File: src/sv/smm_pkg.sv
// Shared types and constants for the scrolling matrix marquee.
// Holds the beat structs, operation and source codes, and register indexes.
// No dependencies.
package smm_pkg;

	// Glyph geometry and user glyph store size
	localparam int GLYPH_COLUMNS  = 5;
	localparam int SPACED_COLUMNS = GLYPH_COLUMNS + 1;
	localparam int USER_CODES     = 16;
	localparam int USER_BYTES     = USER_CODES * GLYPH_COLUMNS;
	localparam int USER_AW        = $clog2(USER_BYTES);
	localparam int MAX_SENTENCE_DEF = 128;
	localparam int CFG_IDX_W      = 3;
	localparam int CFG_DATA_W     = 8;

	// Input operation codes
	typedef enum logic [1:0] {
		OP_TICK  = 2'd0,
		OP_CHAR  = 2'd1,
		OP_GLYPH = 2'd2,
		OP_START = 2'd3
	} op_t;

	// Where the row bits of a column come from
	typedef enum logic [1:0] {
		SRC_BLANK = 2'd0,
		SRC_USER  = 2'd1,
		SRC_FONT  = 2'd2
	} src_t;

	// Configuration register indexes
	typedef enum logic [CFG_IDX_W-1:0] {
		CFG_SCROLL_RIGHT  = 3'd0,
		CFG_SCROLL_ENABLE = 3'd1,
		CFG_SCROLL_PERIOD = 3'd2,
		CFG_SENTENCE_LEN  = 3'd3,
		CFG_DISPLAY_OFF   = 3'd4,
		CFG_DEVICE_POS    = 3'd5
	} cfg_idx_t;

	typedef struct packed {
		logic [1:0] opcode;
		logic [6:0] address;
		logic [7:0] value;
	} in_t;

	typedef struct packed {
		logic [2:0]  scan_column;
		logic [1:0]  pattern_source;
		logic [7:0]  row_pattern;
		logic [10:0] font_address;
	} out_t;

endpackage

File: src/sv/scrolling_matrix_marquee.sv
// Scrolling LED matrix marquee: top level with scroll state and result pipeline.
// Depends on smm_pkg and smm_ram.
//
// Usage:
//  Input channel (in_valid/in_ready/in_data) carries one operation a beat:
//  tick, write sentence character, write user glyph byte, or return to start.
//  Only a tick taken while the display is on and the sentence length is
//  between 1 and MAX_SENTENCE-1 makes a result; other beats make none.
//  Output channel (out_valid/out_ready/out_data) carries the scanned column,
//  its pattern source, the user glyph row bits or the font ROM address.
//  Pipeline: a taken tick is registered in stage 1, where the sentence
//  RAM read lands, then in stage 2, where the user glyph RAM read lands;
//  its result is offered from stage 2.
//  Throughput: one beat a cycle while in_ready is high, any mix of operations.
//  Stall: a held result sits in the output stage while one more tick moves
//  into stage 1; in_ready drops only when both stages are full and blocked.
//  Configuration writes (cfg_wr_en/cfg_index/cfg_data) take effect at once
//  and are expected only while the block is idle.
//  Reset: registers return to their defaults, scroll state clears; the
//  sentence and glyph stores keep no reset and must be written before use.
module scrolling_matrix_marquee
	import smm_pkg::*;
#(
	parameter int MAX_SENTENCE = MAX_SENTENCE_DEF
) (
	input  logic                  clk,
	input  logic                  arst_n,
	input  logic                  in_valid,
	output logic                  in_ready,
	input  in_t                   in_data,
	output logic                  out_valid,
	input  logic                  out_ready,
	output out_t                  out_data,
	input  logic                  cfg_wr_en,
	input  logic [CFG_IDX_W-1:0]  cfg_index,
	input  logic [CFG_DATA_W-1:0] cfg_data
);

	localparam int LW = $clog2(MAX_SENTENCE);

	// Remainder by five of an 8-bit value, by shifted subtraction
	function automatic logic [2:0] mod5(input logic [7:0] v);
		logic [7:0] r;
		r = v;
		for (int k = 5; k >= 0; k--) begin
			if (r >= 8'(5 << k)) r = r - 8'(5 << k);
		end
		return 3'(r);
	endfunction

	// Remainder by the sentence depth of an 8-bit value
	function automatic logic [LW-1:0] mod_len(input logic [7:0] v);
		logic [8:0] r;
		r = 9'(v);
		for (int k = 7; k >= 0; k--) begin
			if ((MAX_SENTENCE << k) <= 255 && r >= 9'(MAX_SENTENCE << k)) begin
				r = r - 9'(MAX_SENTENCE << k);
			end
		end
		return LW'(r);
	endfunction

	// Configuration registers
	logic       right_q, enable_q, disp_off_q;
	logic [7:0] period_q, len_q, dev_pos_q;

	// Scroll state
	logic [2:0]    offset_q, scan_q;
	logic [LW-1:0] letter_q;
	logic [10:0]   timer_q;

	// Pipeline
	logic          valid_s1, valid_s2;
	logic [2:0]    scan_s1, col_s1;
	logic          blank_s1;
	logic [7:0]    code_s1;
	logic [2:0]    scan_s2;
	src_t          src_s2;
	logic [10:0]   font_s2;
	logic [7:0]    glyph_s2;

	logic          adv_s1, accept, tick_go, active, step;
	logic [8:0]    letter9, last9, next9, rd_idx9;
	logic [3:0]    sum;
	logic [2:0]    col;
	logic [10:0]   timer_inc;
	logic [2:0]    offset_d;
	logic [LW-1:0] letter_d;
	logic [7:0]    pos_delta;
	logic          char_we, glyph_we;
	logic [USER_AW-1:0] glyph_raddr;

	// Register writes
	always_ff @(posedge clk or negedge arst_n) begin
		if (!arst_n) begin
			right_q    <= 1'b0;
			enable_q   <= 1'b1;
			period_q   <= 8'd10;
			len_q      <= 8'd0;
			disp_off_q <= 1'b0;
			dev_pos_q  <= 8'd1;
		end else if (cfg_wr_en) begin
			case (cfg_index)
				CFG_SCROLL_RIGHT:  right_q    <= cfg_data[0];
				CFG_SCROLL_ENABLE: enable_q   <= cfg_data[0];
				CFG_SCROLL_PERIOD: period_q   <= cfg_data;
				CFG_SENTENCE_LEN:  len_q      <= cfg_data;
				CFG_DISPLAY_OFF:   disp_off_q <= cfg_data[0];
				CFG_DEVICE_POS:    dev_pos_q  <= cfg_data;
				default: ;
			endcase
		end
	end

	// Handshake and beat decode
	assign adv_s1   = valid_s1 && (!valid_s2 || out_ready);
	assign in_ready = !valid_s1 || adv_s1;
	assign accept   = in_valid && in_ready;
	assign active   = !disp_off_q && (len_q != 8'd0)
		&& (9'(len_q) <= 9'(MAX_SENTENCE - 1));
	assign tick_go  = accept && (in_data.opcode == OP_TICK) && active;
	assign char_we  = accept && (in_data.opcode == OP_CHAR)
		&& (9'(in_data.address) < 9'(MAX_SENTENCE));
	assign glyph_we = accept && (in_data.opcode == OP_GLYPH)
		&& (in_data.address < 7'(USER_BYTES));

	// Pick the column shown and the letter it belongs to
	always_comb begin
		letter9 = 9'(letter_q);
		last9   = 9'(len_q) - 9'd1;
		if (letter9 == last9) begin
			next9 = 9'd0;
		end else if (letter9 < last9) begin
			next9 = letter9 + 9'd1;
		end else if (right_q) begin
			next9 = (letter9 == 9'(MAX_SENTENCE - 1)) ? 9'd0 : letter9 + 9'd1;
		end else begin
			next9 = 9'd0;
		end
		sum = 4'(offset_q) + 4'(scan_q);
		if (sum > 4'(GLYPH_COLUMNS)) begin
			rd_idx9 = next9;
			col     = 3'(sum - 4'(SPACED_COLUMNS));
		end else begin
			rd_idx9 = letter9;
			col     = 3'(sum);
		end
	end

	// Timer count and scroll step decision
	assign timer_inc = enable_q ? timer_q + 11'd1 : timer_q;
	assign step      = enable_q && (timer_inc == {period_q, 3'b000});
	assign pos_delta = dev_pos_q - 8'd2;

	// Next offset and letter for a scroll step or a return to start
	always_comb begin
		offset_d = offset_q;
		letter_d = letter_q;
		if (accept && in_data.opcode == OP_START) begin
			if (dev_pos_q == 8'd1) begin
				offset_d = 3'd0;
				letter_d = '0;
			end else if (dev_pos_q == 8'd2) begin
				offset_d = 3'(GLYPH_COLUMNS);
				letter_d = '0;
			end else if (dev_pos_q > 8'd2) begin
				offset_d = 3'(GLYPH_COLUMNS) - mod5(pos_delta);
				letter_d = mod_len(pos_delta);
			end
		end else if (tick_go && step) begin
			if (right_q) begin
				if (offset_q == 3'd0) begin
					offset_d = 3'(GLYPH_COLUMNS);
					letter_d = (letter_q == '0) ? LW'(last9) : letter_q - LW'(1);
				end else begin
					offset_d = offset_q - 3'd1;
				end
			end else if (offset_q == 3'(GLYPH_COLUMNS)) begin
				offset_d = 3'd0;
				letter_d = (letter9 + 9'd1 > last9) ? '0 : LW'(letter9 + 9'd1);
			end else begin
				offset_d = offset_q + 3'd1;
			end
		end
	end

	// Scroll state registers
	always_ff @(posedge clk or negedge arst_n) begin
		if (!arst_n) begin
			offset_q <= '0;
			letter_q <= '0;
			scan_q   <= '0;
			timer_q  <= '0;
		end else begin
			offset_q <= offset_d;
			letter_q <= letter_d;
			if (tick_go) begin
				scan_q  <= (scan_q == 3'(GLYPH_COLUMNS - 1)) ? 3'd0 : scan_q + 3'd1;
				timer_q <= step ? 11'd0 : timer_inc;
			end
		end
	end

	// Sentence store: read the character for the shown column
	smm_ram #(.WIDTH(8), .DEPTH(MAX_SENTENCE), .AW(LW)) u_sentence (
		.clk   (clk),
		.we    (char_we),
		.waddr (LW'(in_data.address)),
		.wdata (in_data.value),
		.re    (tick_go),
		.raddr (LW'(rd_idx9)),
		.rdata (code_s1)
	);

	// Stage 1 control and column metadata
	always_ff @(posedge clk or negedge arst_n) begin
		if (!arst_n) begin
			valid_s1 <= 1'b0;
		end else if (in_ready) begin
			valid_s1 <= tick_go;
		end
	end

	always_ff @(posedge clk) begin
		if (tick_go) begin
			scan_s1  <= scan_q;
			col_s1   <= col;
			blank_s1 <= (sum == 4'(GLYPH_COLUMNS));
		end
	end

	// User glyph store: read the byte for a low character code
	assign glyph_raddr = USER_AW'(7'(code_s1[3:0]) * 7'd5 + 7'(col_s1));

	smm_ram #(.WIDTH(8), .DEPTH(USER_BYTES), .AW(USER_AW)) u_glyph (
		.clk   (clk),
		.we    (glyph_we),
		.waddr (USER_AW'(in_data.address)),
		.wdata (in_data.value),
		.re    (adv_s1),
		.raddr (glyph_raddr),
		.rdata (glyph_s2)
	);

	// Stage 2: output register
	always_ff @(posedge clk or negedge arst_n) begin
		if (!arst_n) begin
			valid_s2 <= 1'b0;
		end else if (!valid_s2 || out_ready) begin
			valid_s2 <= valid_s1;
		end
	end

	always_ff @(posedge clk) begin
		if (adv_s1) begin
			scan_s2 <= scan_s1;
			if (blank_s1) begin
				src_s2  <= SRC_BLANK;
				font_s2 <= '0;
			end else if (code_s1 < 8'(USER_CODES)) begin
				src_s2  <= SRC_USER;
				font_s2 <= '0;
			end else begin
				src_s2  <= SRC_FONT;
				font_s2 <= 11'(code_s1) * 11'd5 + 11'(col_s1);
			end
		end
	end

	// Drive the result beat
	assign out_valid                = valid_s2;
	assign out_data.scan_column     = scan_s2;
	assign out_data.pattern_source  = src_s2;
	assign out_data.row_pattern     = (src_s2 == SRC_USER) ? glyph_s2 : 8'd0;
	assign out_data.font_address    = font_s2;

	// Checks
	a_offset_range: assert property (@(posedge clk) disable iff (!arst_n)
		offset_q <= 3'(GLYPH_COLUMNS))
		else $error("column offset out of range");

	a_scan_range: assert property (@(posedge clk) disable iff (!arst_n)
		scan_q < 3'(GLYPH_COLUMNS))
		else $error("scan counter out of range");

	a_idle_tick: assert property (@(posedge clk) disable iff (!arst_n)
		accept && in_data.opcode == OP_TICK && !active
		|=> $stable(offset_q) && $stable(letter_q) && $stable(scan_q) && $stable(timer_q))
		else $error("inactive tick changed scroll state");

	a_ready_free: assert property (@(posedge clk) disable iff (!arst_n)
		!valid_s1 |-> in_ready)
		else $error("input blocked with stage 1 empty");

endmodule

File: src/sv/smm_ram.sv
// Generic single write port, single read port RAM with registered read.
// Read data updates only when the read enable is high.
// No dependencies.
module smm_ram #(
	parameter int WIDTH = 8,
	parameter int DEPTH = 128,
	parameter int AW    = $clog2(DEPTH)
) (
	input  logic             clk,
	input  logic             we,
	input  logic [AW-1:0]    waddr,
	input  logic [WIDTH-1:0] wdata,
	input  logic             re,
	input  logic [AW-1:0]    raddr,
	output logic [WIDTH-1:0] rdata
);

	logic [WIDTH-1:0] mem_q [DEPTH];

	// Write port
	always_ff @(posedge clk) begin
		if (we) begin
			mem_q[waddr] <= wdata;
		end
	end

	// Registered read, held while not enabled
	always_ff @(posedge clk) begin
		if (re) begin
			rdata <= mem_q[raddr];
		end
	end

endmodule
File: config.mk
export PLATFORM = sky130hd
export DESIGN_NAME = scrolling_matrix_marquee
export DESIGN_NICKNAME = d
export VERILOG_FILES = /design/src/sv/smm_pkg.sv /design/src/sv/scrolling_matrix_marquee.sv /design/src/sv/smm_ram.sv
export SDC_FILE = /design/constraint.sdc
export NUM_CORES = 2
export LEC_CHECK = 0
export CAP_MARGIN = 30
export CORE_ASPECT_RATIO = 0.7
export CORE_UTILIZATION = 65
export CTS_BUF_LIST = sky130_fd_sc_hd__clkbuf_8
export CTS_CLUSTER_SIZE = 8
export DETAILED_ROUTE_END_ITERATION = 10
export DONT_BUFFER_PORTS = 1
export GPL_ROUTABILITY_DRIVEN = 0
export PLACE_DENSITY = 0.83
export SYNTH_ARGS = -nofsm -noshare
export SYNTH_HDL_FRONTEND = slang
export SYNTH_SLANG_ARGS = --single-unit
File: constraint.sdc
create_clock -name clk -period 7.9 [get_ports clk]
set_input_delay 0.395 -clock clk [delete_from_list [all_inputs] [get_ports clk]]
set_output_delay 0.395 -clock clk [all_outputs]
set_load 0.005 [all_outputs]
==> impl_metrics.yaml <==
grt:
  grt_antenna_before_repair: 11
  grt_max_degree: 209
  track_usage: 0.331
  grt_overflow: 0
  grt_pass1_vias: 44100
  grt_pass1_wl_um: 277000
setup_path:
  critical-path-max-stage-delay_ps: 630
  reg2regPathDepth: 23
  cp.required_ps: 8800
  cp_common_cell: "ha_1"
  endpoint_kind: "flip-flop"
  r2r-end: "offset_q[2]$_DFFE_PN0P_"
  path_class: "reg2reg"
  worstPathBufferInverterCount: 2
  cp-start-kind: "flip-flop"
  reg2reg_slack_ps: 930
  crit_family: "simple AND/OR/NAND/NOR gates"
  arrival_ps: 7870
  r2r_start: "dev_pos_q[1]$_DFFE_PN0P_"
  worstPathCellList: "inv_1 > ha_1 > or3b_1 > xnor2_2 > inv_1 > ha_1 > nand2b_1 > nor3_1 > or3_1 > nand3_1 > o32ai_1 > nor3_2 > a32o_1 > nand2_1 > nor2_1 > nor2_1 > ha_1 > nand2b_1 > a21bo_2 > nor3b_1 > a211o_1 > or4b_1 > nand3_1"
  worst_path_max_delay_cell: "dfrtp_1"
  cp_max_fo: 22
yosys:
  synth_edf_count: 1703
  synth.most_common_cell: "edfxtp_1"
  syn_area_mm2: 0.0727
  ys_seq_area_frac: 0.722
  netlist.top_cell.by_area: "edfxtp_1"
  synth_commonest_cells: "edfxtp_1 (1703), nand2_1 (1015), nand3_1 (559)"
  yosysWarnings: 0
  synth.net_count: 5092
  synthCells: 4998
  synthTopCellsByArea: "edfxtp_1 (70%), mux4_2 (6.3%), nand2_1 (5.2%), nand3_1 (3.8%), dfrtp_1 (1.7%)"
  ys_seq_elements: 1756
  synth_flop_cell: "edfxtp_1"
  ys_async_sr_fraction: 0.0302
  yosys.area.top_type_share: 0.704
  synth_cell_types: 91
  syn_avg_cell_area_um2: 14.5
route:
  wire_per_inst_um: 28.2
  firstDrtPassIters: 7
  drt_wl_total_um: 187000
  route.detailed.drc: 0
  vias: 46000
  antenna_left: 0
  drt-vias-per-instance: 6.94
  drt_iter0_drc: 8333
cells_and_area:
  areaGrowthSynthToFinish_pct: 8.67
  nFillCells: 6462
  nets: 5179
  multiInputGateArea_mm2: 0.0191
  layout-drive-gt1-share: 0.127
  seq_area_mm2: 0.0525
min_path:
  holdCritPathClass: "in2reg"
  holdPathStages: 1
  hold_end: "u_sentence.mem_q[107][0]$_DFFE_PP_"
  worstHoldStart: "in_data[0]"
sta:
  post-route-period-util: 0.882
  drv_slew: 0
  slew_headroom: 0.0475
  fin_crit_ps: 6970
  fin_setup_tns_ps: 0
  hold_viol_final: 19
  max_slew.worst_pin.slew_ps: 1430
  timing.fmax_mhz: 143
  timing.hold.ws_ps: -71.7
  finalClockSkew_ps: 83.6
  rsz0062_at_grt: "false"
  finalSetupViolations: 0
clock_network:
  clkTransAtPathRegs_ps: 60
  cts_sinks: 1756
  post_cts_buffers: 0
  cts_buffers: 278
  clockBufferDepth: 4
  cts-htree-levels: 5
  cts_tree: "yes"
  clk_latency_ps: 990
  cts_root_buf: "clkbuf_8"
job:
  drv_cap: 0
floorplan:
  rows: 102
  die_x_um: 402
  die_area_mm2: 0.113
  ios: 59
  core_area_mm2: 0.111
  die_y_um: 282
  start_util: 0.656
outcome:
  failed_checks: "hold timing"
  status: "finished with violations"
place:
  numPortBuffers: 0
  dp_hpwl_um: 109000
worst max path at each step:
stage / startpoint / to / slack, ps / cells past startpoint
detailed placement: dev_pos_q[1]$_DFFE_PN0P_ / offset_q[2]$_DFFE_PN0P_ / 1080 / 23
floorplan: dev_pos_q[1]$_DFFE_PN0P_ / offset_q[2]$_DFFE_PN0P_ / 2180 / 26
finish: dev_pos_q[1]$_DFFE_PN0P_ / offset_q[2]$_DFFE_PN0P_ / 930 / 23
CTS: dev_pos_q[1]$_DFFE_PN0P_ / offset_q[2]$_DFFE_PN0P_ / 1050 / 23
global placement: dev_pos_q[1]$_DFFE_PN0P_ / offset_q[2]$_DFFE_PN0P_ / 1360 / 23
global route: dev_pos_q[1]$_DFFE_PN0P_ / offset_q[2]$_DFFE_PN0P_ / 470 / 23
state kept, by name (all words and copies together), names as in the netlist, 7 cells and up:
signal,flops
timer_q,11
u_glyph.mem_q,640
len_q,8
u_sentence.rdata,8
u_sentence.mem_q,1024
letter_q,7
period_q,8
font_s2,11
dev_pos_q,8
u_glyph.rdata,8
layout make-up:
type                       instances  share of cell area
sequential                      1756               0.664
multi-input combinational       2927               0.242
clock buffer                     288              0.0502
tap                             1456              0.0231
timing repair buffer              95              0.0147
clock inverter                    64             0.00385
inverter                          27             0.00128
antenna                           12            0.000380
repair_timing:
action / 4_1_cts / 5_1_grt
resized for setup: 0 / 0
hold buffers: 38 / 2
endpoints found under the setup margin: 0 / 0
hold endpoints to repair: 1757 / 9
cell usage in the layout (no fill, tap or decap), types with 22 or more instances in the layout:
cell type      synthesis  layout
nand4_1               80      80
a21oi_1              117     117
o31ai_1               22      22
o21ai_0               48      48
nand3_1              559     559
a32oi_1               58      58
buf_4                  1      37
and2_1                22      22
mux2_2                36      36
mux2i_1               68      67
dfrtp_1               49      49
a211oi_1              26      25
inv_1                 26      72
clkbuf_8               0     288
nor2_1               269     266
dlygate4sd3_1          0      30
mux4_2               204     204
xnor2_1               29      28
edfxtp_1            1703    1703
nand2_1             1015    1015
nor2b_1               23      23
nor3_1                31      29
ha_1                  59      57
layer usage:
layer  GRT usage  wire length (µm)  vias to the layer above
li1            -                 -                    19000
met1       0.478             68200                    22300
met2       0.478             82400                     4069
met3       0.109             29500                      582
met4       0.117              6400                        8
met5     0.00125                55                        -
stage by stage:
stage	instance area [µm²]	std cells	setup WS [ps]	util	hold WS [ps]
4_1_cts	78900	6606	1050	0.712	19.3
6_report	79000	6625	930	0.713	-71.7
2_1_floorplan	72700	4998	2180	-	99.4
3_5_place_dp	74100	6216	1080	0.669	101
3_3_place_gp	74000	6212	1360	0.668	101
5_1_grt	79000	6621	474	0.713	-0.273
kinds of logic (layout without fill, tap and decap cells):
logic type | after synthesis | in the layout | share of synthesized area
DFF | 1756 | 1756 | 0.722
xor gates and xnor gates | 49 | 49 | 0.00620
buffers and inverters | 315 | 474 | 0.0166
adders and majority gates | 61 | 61 | 0.0107
other | 0 | 12 | 0
and+or+nand+nor | 2104 | 2104 | 0.128
AOI/OAI and AO/OA | 405 | 405 | 0.0382
muxes | 308 | 308 | 0.0781
Power is not shown: default switching activity piles up to over one toggle a cycle in this logic, so the estimate is an artifact.
